<file path="src/hdl/ptt_pkg.sv">
// Shared types and constants for the peer token table.
// Used by the slot cell, the top level and the checker; depends on nothing.
`default_nettype none
package ptt_pkg;

  localparam int SLOT_COUNT = 8;
  localparam int IDX_W = (SLOT_COUNT > 1) ? $clog2(SLOT_COUNT) : 1;
  localparam int MAC_W = 48;
  localparam int TIME_W = 32;
  localparam int CNT_W = 4;
  localparam int CMD_W = 2;

  localparam logic [TIME_W-1:0] TIMEOUT_RESET = 32'd3000;
  localparam logic [CNT_W-1:0] CNT_MAX = {CNT_W{1'b1}};
  localparam logic [MAC_W-1:0] MAC_ZERO = {MAC_W{1'b0}};
  localparam logic [MAC_W-1:0] MAC_ONES = {MAC_W{1'b1}};

  localparam logic [CMD_W-1:0] CMD_ACQUIRE = 2'd0;
  localparam logic [CMD_W-1:0] CMD_RELEASE = 2'd1;
  localparam logic [CMD_W-1:0] CMD_SWEEP = 2'd2;
  localparam logic [CMD_W-1:0] CMD_CLEAR = 2'd3;

  typedef logic [IDX_W-1:0] idx_t;

  typedef struct packed {
    logic active;
    logic [CMD_W-1:0] cmd;
    logic [MAC_W-1:0] mac;
    logic [TIME_W-1:0] now;
    logic has_match;
    idx_t match_idx;
    logic [TIME_W-1:0] held;
    logic has_free;
    idx_t free_idx;
    logic has_aged;
    idx_t aged_idx;
    logic [CNT_W-1:0] count;
  } tok_t;

  typedef struct packed {
    logic clear_all;
    logic set_en;
    idx_t set_idx;
    logic rel_en;
    idx_t rel_idx;
    logic [MAC_W-1:0] mac;
    logic [TIME_W-1:0] stamp;
  } upd_t;

endpackage
`default_nettype wire

</file>
<file path="src/hdl/ptt_cell.sv">
// One slot of the peer token table and one stage of the scan chain.
// Depends on ptt_pkg for the token and update types.
`default_nettype none
module ptt_cell (
  input  wire logic                       clk,
  input  wire logic                       rst,
  input  wire ptt_pkg::idx_t              slot_idx,
  input  wire logic [ptt_pkg::TIME_W-1:0] timeout,
  input  wire ptt_pkg::tok_t              tok_in,
  input  wire ptt_pkg::upd_t              upd,
  output ptt_pkg::tok_t                   tok_out
);

  logic valid;
  logic [ptt_pkg::MAC_W-1:0] peer;
  logic [ptt_pkg::TIME_W-1:0] stamp;

  logic [ptt_pkg::TIME_W-1:0] age;
  logic aged;
  logic hit;
  ptt_pkg::tok_t tok_next;

  assign age = tok_in.now - stamp;
  assign aged = valid && (age >= timeout);
  assign hit = valid && (peer == tok_in.mac);

  always_comb begin
    tok_next = tok_in;
    if (hit && !tok_in.has_match) begin
      tok_next.has_match = 1'b1;
      tok_next.match_idx = slot_idx;
      tok_next.held = age;
    end
    if (!valid && !tok_in.has_free) begin
      tok_next.has_free = 1'b1;
      tok_next.free_idx = slot_idx;
    end
    if (aged && !tok_in.has_aged) begin
      tok_next.has_aged = 1'b1;
      tok_next.aged_idx = slot_idx;
    end
    if (tok_in.cmd == ptt_pkg::CMD_SWEEP && aged && tok_in.count != ptt_pkg::CNT_MAX) begin
      tok_next.count = tok_in.count + 1'b1;
    end
  end

  always_ff @(posedge clk) begin
    if (rst) begin
      tok_out.active <= 1'b0;
    end else begin
      tok_out.active <= tok_in.active;
    end
    tok_out.cmd <= tok_next.cmd;
    tok_out.mac <= tok_next.mac;
    tok_out.now <= tok_next.now;
    tok_out.has_match <= tok_next.has_match;
    tok_out.match_idx <= tok_next.match_idx;
    tok_out.held <= tok_next.held;
    tok_out.has_free <= tok_next.has_free;
    tok_out.free_idx <= tok_next.free_idx;
    tok_out.has_aged <= tok_next.has_aged;
    tok_out.aged_idx <= tok_next.aged_idx;
    tok_out.count <= tok_next.count;
  end

  always_ff @(posedge clk) begin
    if (rst) begin
      valid <= 1'b0;
    end else begin
      priority if (upd.clear_all) begin
        valid <= 1'b0;
      end else if (upd.set_en && upd.set_idx == slot_idx) begin
        valid <= 1'b1;
      end else if (upd.rel_en && upd.rel_idx == slot_idx) begin
        valid <= 1'b0;
      end else if (tok_in.active && tok_in.cmd == ptt_pkg::CMD_SWEEP && aged) begin
        valid <= 1'b0;
      end
    end
  end

  always_ff @(posedge clk) begin
    if (upd.set_en && upd.set_idx == slot_idx) begin
      peer <= upd.mac;
      stamp <= upd.stamp;
    end
  end

endmodule
`default_nettype wire

</file>
<file path="src/hdl/peer_token_table_with_aging.sv">
// Top level of the peer token table: request channel, result register and
// the chain of slot cells. Depends on ptt_pkg and ptt_cell.
//
// A request is scanned by a token that walks the row of SLOT_COUNT slot cells,
// one cell per cycle, gathering the matching slot, the first free slot and the
// first aged slot; sweep clears aged slots as the token passes. The token is
// then held in the fin register, and the decision is applied and the result
// register loaded, before the next request is accepted. The result register
// frees the request side while a result waits; a request completes only once
// the previous result has been taken. The timeout register is written through
// the cfg channel, which is always ready, and must only be written while idle.
`default_nettype none
module peer_token_table_with_aging (
  input  wire logic        clk,
  input  wire logic        rst,
  input  wire logic        s_axis_tvalid,
  output logic             s_axis_tready,
  // Fields from bit 0: peer_addr[47:0], now_time[31:0].
  input  wire logic [79:0] s_axis_tdata,
  // Fields from bit 0: command[1:0].
  input  wire logic [1:0]  s_axis_tuser,
  output logic             m_axis_tvalid,
  input  wire logic        m_axis_tready,
  // Fields from bit 0: granted, matched, held_time[31:0], reclaimed_stale,
  // sweep_count[3:0], one zero pad bit.
  output logic [39:0]      m_axis_tdata,
  input  wire logic        cfg_valid,
  output logic             cfg_ready,
  input  wire logic [31:0] cfg_data
);

  localparam logic [1:0] ST_IDLE = 2'd0;
  localparam logic [1:0] ST_SCAN = 2'd1;
  localparam logic [1:0] ST_DONE = 2'd2;

  logic [1:0] state;
  logic [1:0] state_next;
  logic [ptt_pkg::TIME_W-1:0] timeout;
  ptt_pkg::tok_t inj;
  ptt_pkg::tok_t fin;
  ptt_pkg::tok_t chain [ptt_pkg::SLOT_COUNT];
  ptt_pkg::upd_t upd;
  logic accept;
  logic finish;
  logic mac_ok;

  logic granted;
  logic matched;
  logic [ptt_pkg::TIME_W-1:0] held;
  logic reclaimed;
  logic [ptt_pkg::CNT_W-1:0] count;

  assign s_axis_tready = (state == ST_IDLE);
  assign accept = s_axis_tvalid && s_axis_tready;
  assign cfg_ready = 1'b1;
  assign finish = (state == ST_DONE) && (!m_axis_tvalid || m_axis_tready);

  always_comb begin
    inj = '0;
    inj.active = accept;
    inj.cmd = s_axis_tuser;
    inj.mac = s_axis_tdata[47:0];
    inj.now = s_axis_tdata[79:48];
  end

  genvar g;
  generate
    for (g = 0; g < ptt_pkg::SLOT_COUNT; g++) begin : g_cell
      ptt_cell u_cell (
        .clk     (clk),
        .rst     (rst),
        .slot_idx(ptt_pkg::idx_t'(g)),
        .timeout (timeout),
        .tok_in  ((g == 0) ? inj : chain[(g == 0) ? 0 : g - 1]),
        .upd     (upd),
        .tok_out (chain[g])
      );
    end
  endgenerate

  always_comb begin
    upd = '0;
    upd.mac = fin.mac;
    upd.stamp = fin.now;
    granted = 1'b0;
    matched = 1'b0;
    held = '0;
    reclaimed = 1'b0;
    count = '0;
    mac_ok = (fin.mac != ptt_pkg::MAC_ZERO) && (fin.mac != ptt_pkg::MAC_ONES);
    unique case (fin.cmd)
      ptt_pkg::CMD_ACQUIRE: begin
        if (mac_ok) begin
          priority if (fin.has_match) begin
            matched = 1'b1;
            held = fin.held;
          end else if (fin.has_free) begin
            upd.set_en = finish;
            upd.set_idx = fin.free_idx;
            granted = 1'b1;
          end else if (fin.has_aged) begin
            upd.set_en = finish;
            upd.set_idx = fin.aged_idx;
            granted = 1'b1;
            reclaimed = 1'b1;
          end
        end
      end
      ptt_pkg::CMD_RELEASE: begin
        if (mac_ok && fin.has_match) begin
          upd.rel_en = finish;
          upd.rel_idx = fin.match_idx;
          matched = 1'b1;
          held = fin.held;
        end
      end
      ptt_pkg::CMD_SWEEP: begin
        count = fin.count;
      end
      ptt_pkg::CMD_CLEAR: begin
        upd.clear_all = finish;
      end
      default: begin
      end
    endcase
  end

  always_comb begin
    state_next = state;
    unique case (state)
      ST_IDLE: if (accept) state_next = ST_SCAN;
      ST_SCAN: if (chain[ptt_pkg::SLOT_COUNT-1].active) state_next = ST_DONE;
      ST_DONE: if (finish) state_next = ST_IDLE;
      default: state_next = ST_IDLE;
    endcase
  end

  always_ff @(posedge clk) begin
    if (rst) begin
      state <= ST_IDLE;
      timeout <= ptt_pkg::TIMEOUT_RESET;
      m_axis_tvalid <= 1'b0;
    end else begin
      state <= state_next;
      if (cfg_valid && cfg_ready) begin
        timeout <= cfg_data;
      end
      if (finish) begin
        m_axis_tvalid <= 1'b1;
      end else if (m_axis_tready) begin
        m_axis_tvalid <= 1'b0;
      end
    end
  end

  always_ff @(posedge clk) begin
    if (state == ST_SCAN && chain[ptt_pkg::SLOT_COUNT-1].active) begin
      fin <= chain[ptt_pkg::SLOT_COUNT-1];
    end
    if (finish) begin
      m_axis_tdata <= {1'b0, count, reclaimed, held, matched, granted};
    end
  end

endmodule
`default_nettype wire

</file>
<file path="config.mk">
export PLATFORM = sky130hd
export DESIGN_NAME = peer_token_table_with_aging
export DESIGN_NICKNAME = d
export VERILOG_FILES = /design/src/hdl/ptt_pkg.sv /design/src/hdl/ptt_cell.sv /design/src/hdl/peer_token_table_with_aging.sv
export SDC_FILE = /design/constraint.sdc
export NUM_CORES = 2
export LEC_CHECK = 0
export BUFFER_PORTS_ARGS = -buffer_cell sky130_fd_sc_hd__buf_2
export CELL_PAD_IN_SITES_DETAIL_PLACEMENT = 1
export CELL_PAD_IN_SITES_GLOBAL_PLACEMENT = 2
export CORE_UTILIZATION = 35
export CTS_CLUSTER_DIAMETER = 40
export DETAILED_ROUTE_END_ITERATION = 12
export GPL_TIMING_DRIVEN = 0
export HOLD_SLACK_MARGIN = 0.03
export PLACE_DENSITY_LB_ADDON = 0.15
export SLEW_MARGIN = 0
export SYNTH_ARGS = -nofsm -noshare
export SYNTH_HDL_FRONTEND = slang
export SYNTH_SLANG_ARGS = --single-unit
</file>
<file path="constraint.sdc">
create_clock -name clk -period 11.65 [get_ports clk]
set_input_delay 1.7475 -clock clk [delete_from_list [all_inputs] [get_ports clk]]
set_output_delay 1.7475 -clock clk [all_outputs]
set_load 0.05 [all_outputs]
</file>
==> results.yml <==
setup_path:
  endpoint_kind: "flip-flop"
  cp-startpoint: "s_axis_tdata[49]"
  path_buf_inv: 1
  cp_max_fo: 4
  cp-start-kind: "input pin"
  path_cells: "buf_2, ha_1, nor2b_1, o31a_1, o41a_1, o21ai_0, xnor2_1, ha_1, nand4_1, nor2_1, o2111ai_1, a21boi_0, a21oi_1, o41a_1, o21a_1"
  cp_data_arrival_time_ns: 8.56
  cpMaxStageDelayCell: "o21ai_0"
  critical-path-top-delay-family: "compound AO/OA/AOI/OAI gates"
  crit_type: "input pin to flip-flop"
  r2r-start: "g_cell[6].u_cell.tok_out[49]"
  r2r_slack_ns: 3.92
  worst_path_largest_cell_delay_ns: 1.11
  required_ns: 12.43
flow_run:
  cap_violations: 2
outcome:
  violations: "max-capacitance violations, max-slew violations"
  status: "finished, violations left"
global_routing:
  grt-busiest-layer: "met2"
  grtUsageMet1_pct: 30.4
  grt_pass1_vias: 49700
  grt.total_usage_pct: 23.1
  grt_overflow: 0
  grt_max_degree: 33
  antenna_found_initial: 27
  grt_use_met2_pct: 38.8
  met3_usage_pct: 3.23
  grt_first_pass_wirelength_mm: 356
layout:
  drive_above_1_share_pct: 16.5
  fill_cells: 21700
  nets: 6979
  synthToLayoutAreaGrowth_pct: 22.5
timing:
  finalCritPeriodShare_pct: 66.8
  max_slew_margin_pct: -2.58
  holdWs_ns: 0.302
  fmax_mhz: 129
  maxSlewViolCount: 5
  worst_pin_slew_ns: 1.50
  hold_violations: 0
  setup_viol: 0
  fin_skew_ns: 0.105
  layout_setup_ws_ns: 3.87
  rsz0062_at_grt: "no"
  finalCriticalPeriod_ns: 7.78
floorplanning:
  initial_core_util_pct: 35.4
  coreArea_um2: 211000
  dieArea_um2: 215000
  die_h_um: 463
  rows: 168
  ios: 162
  die_x_um: 463
clock_network:
  cts_buffer_depth: 4
  post_cts_buffers: 0
  insertion_delay_ns: 0.97
  cts_num_sinks: 1873
  cts_resized: 0
  hold_buffers: 0
  cts_root_buf: "clkbuf_16"
  clkTransAtPathRegs_ns: 0.06
  cts_tree: "done"
  cts-buffers-inserted: 336
  htree_levels: 5
detailed_routing:
  drc: 0
  via_per_inst: 5.05
  drt_iter0_drc: 2979
  ant_nets: 0
  wl_per_cell_um: 26.7
  vias: 47500
  dr.pass1.iters: 5
  wl_mm: 251
synth:
  synthTopCellsByArea: "edfxtp_1 33%, dfxtp_1 29%, ha_1 8.6%"
  async_flop_share_pct: 0
  synthDistinctLibCells: 81
  ys_seq_area_share_pct: 61.2
  yosys_warnings: 0
  synth_area_leader_cell: "edfxtp_1"
  synth_fp_nets: 6433
  synth_area_um2: 74500
  ys_ff_latch: 1873
  synth_cells: 5796
  syn_area_per_cell_um2: 12.9
  ys.flop_type: "dfxtp_1"
  synth_edf_count: 809
  yosysTopAreaCellShare_pct: 32.6
min_path:
  worstHoldPathType: "flip-flop to flip-flop"
  worstHoldStart: "g_cell[1].u_cell.tok_out[102]"
place:
  gp_congestion: 0.894
  pre_cts_ws_ns: 2.84
  dp_hpwl_mm: 199
  port_buffers: 158
power:
  p_per_area_nw_per_um2: 196
  power.leakage_nw: 36.9
  p_total_mw: 17.9
  vdd_drop_max_mv: 0.225
layer usage:
metal / vias to the layer above / share of wire [%]
met2: 1150 / 48
met1: 23900 / 45
met4: 0 / 3.5
met5: - / 0
met3: 393 / 4.0
li1: 22100 / -
cell usage after synthesis (all sizes together), types with 44 or more instances:
| master | instances |
|---|---|
| mux2 | 225 |
| nor2b | 86 |
| and2 | 80 |
| o21ai | 129 |
| nand4 | 143 |
| ha | 510 |
| a21o | 237 |
| nor3 | 48 |
| xnor2 | 318 |
| clkbuf | 48 |
| a21oi | 276 |
| nor4 | 93 |
| dfxtp | 1064 |
| xor2 | 281 |
| edfxtp | 809 |
| nor2 | 227 |
| nand2b | 74 |
| inv | 398 |
| nand2 | 162 |
| o21a | 44 |
| nand3 | 71 |
per-stage QoR:
stage	instances	setup TNS (ns)	cell area, µm²	utilization [%]
after floorplan	5796	0	74500	-
after global placement	8759	-263.51	78800	37.4
after detailed placement	8809	0	79900	37.9
after CTS	9409	0	91200	43.3
after global routing	9410	0	91300	43.3
final	9418	0	91300	43.3
worst paths after layout:
check,endpoint,cells past startpoint
max,g_cell[0].u_cell.valid,15
min,g_cell[2].u_cell.tok_out[102],0
max reg2reg,g_cell[7].u_cell.tok_out[1],18
min reg2reg,g_cell[2].u_cell.tok_out[102],0
kinds of logic (layout without fill, tap and decap cells):
family | Yosys count | after routing | synth area share, %
flip-flops | 1873 | 1873 | 61.2
AND/OR/NAND/NOR | 1130 | 1130 | 8.32
AO/OA/AOI/OAI | 964 | 964 | 8.51
XOR/XNOR | 599 | 599 | 7.04
adder cells (fa/ha/maj) | 518 | 518 | 8.78
buffers and inverters | 455 | 1263 | 2.32
multiplexers | 255 | 255 | 3.80
other | 2 | 11 | 0.0101
registers in the layout (all words and copies together), names as in the netlist:
| register | cells |
|---|---|
| g_cell.u_cell.stamp | 256 |
| m_axis_tdata | 39 |
| state | 2 |
| g_cell.u_cell.tok_out | 1021 |
| g_cell.u_cell.valid | 8 |
| g_cell.u_cell.peer | 384 |
| timeout | 32 |
| fin | 130 |
| m_axis_tvalid | 1 |
power breakdown:
group,leakage (nW),switching (mW),total (mW),internal [mW]
Combinational,15.4,0.636,1.02,0.388
Sequential,16.0,0.106,7.04,6.94
Clock,5.50,3.45,9.84,6.40
layout make-up:
type                    instances  area, µm²  area share (%)
diodes                          9       22.5          0.0247
plain buffers                  57        239           0.262
clock buffers                 400       9050            9.92
clock inverters               200       2330            2.56
inverters                     398       1490            1.64
multi-input cells            3468      27300            29.9
flip-flops and latches       1873      45600            50.0
well taps                    2805       3510            3.85
repair buffers                208       1700            1.86
placed cells by master, fill, tap and decap left out, types with 71 or more instances in the layout:
cell type  count
a21o_1       237
clkbuf_1      77
xnor2_1      318
ha_1         510
xor2_1       281
nand3_1       71
and2_1        80
a21oi_1      276
nand4_1      143
inv_1        397
nand2_1      162
nor2_1       217
clkbuf_16    345
edfxtp_1     809
nor2b_1       86
mux2_2       225
nor4_1        84
buf_2        161
nand2b_1      74
dfxtp_1     1064
o21ai_0      128
Power figures use the tool's default switching activity.
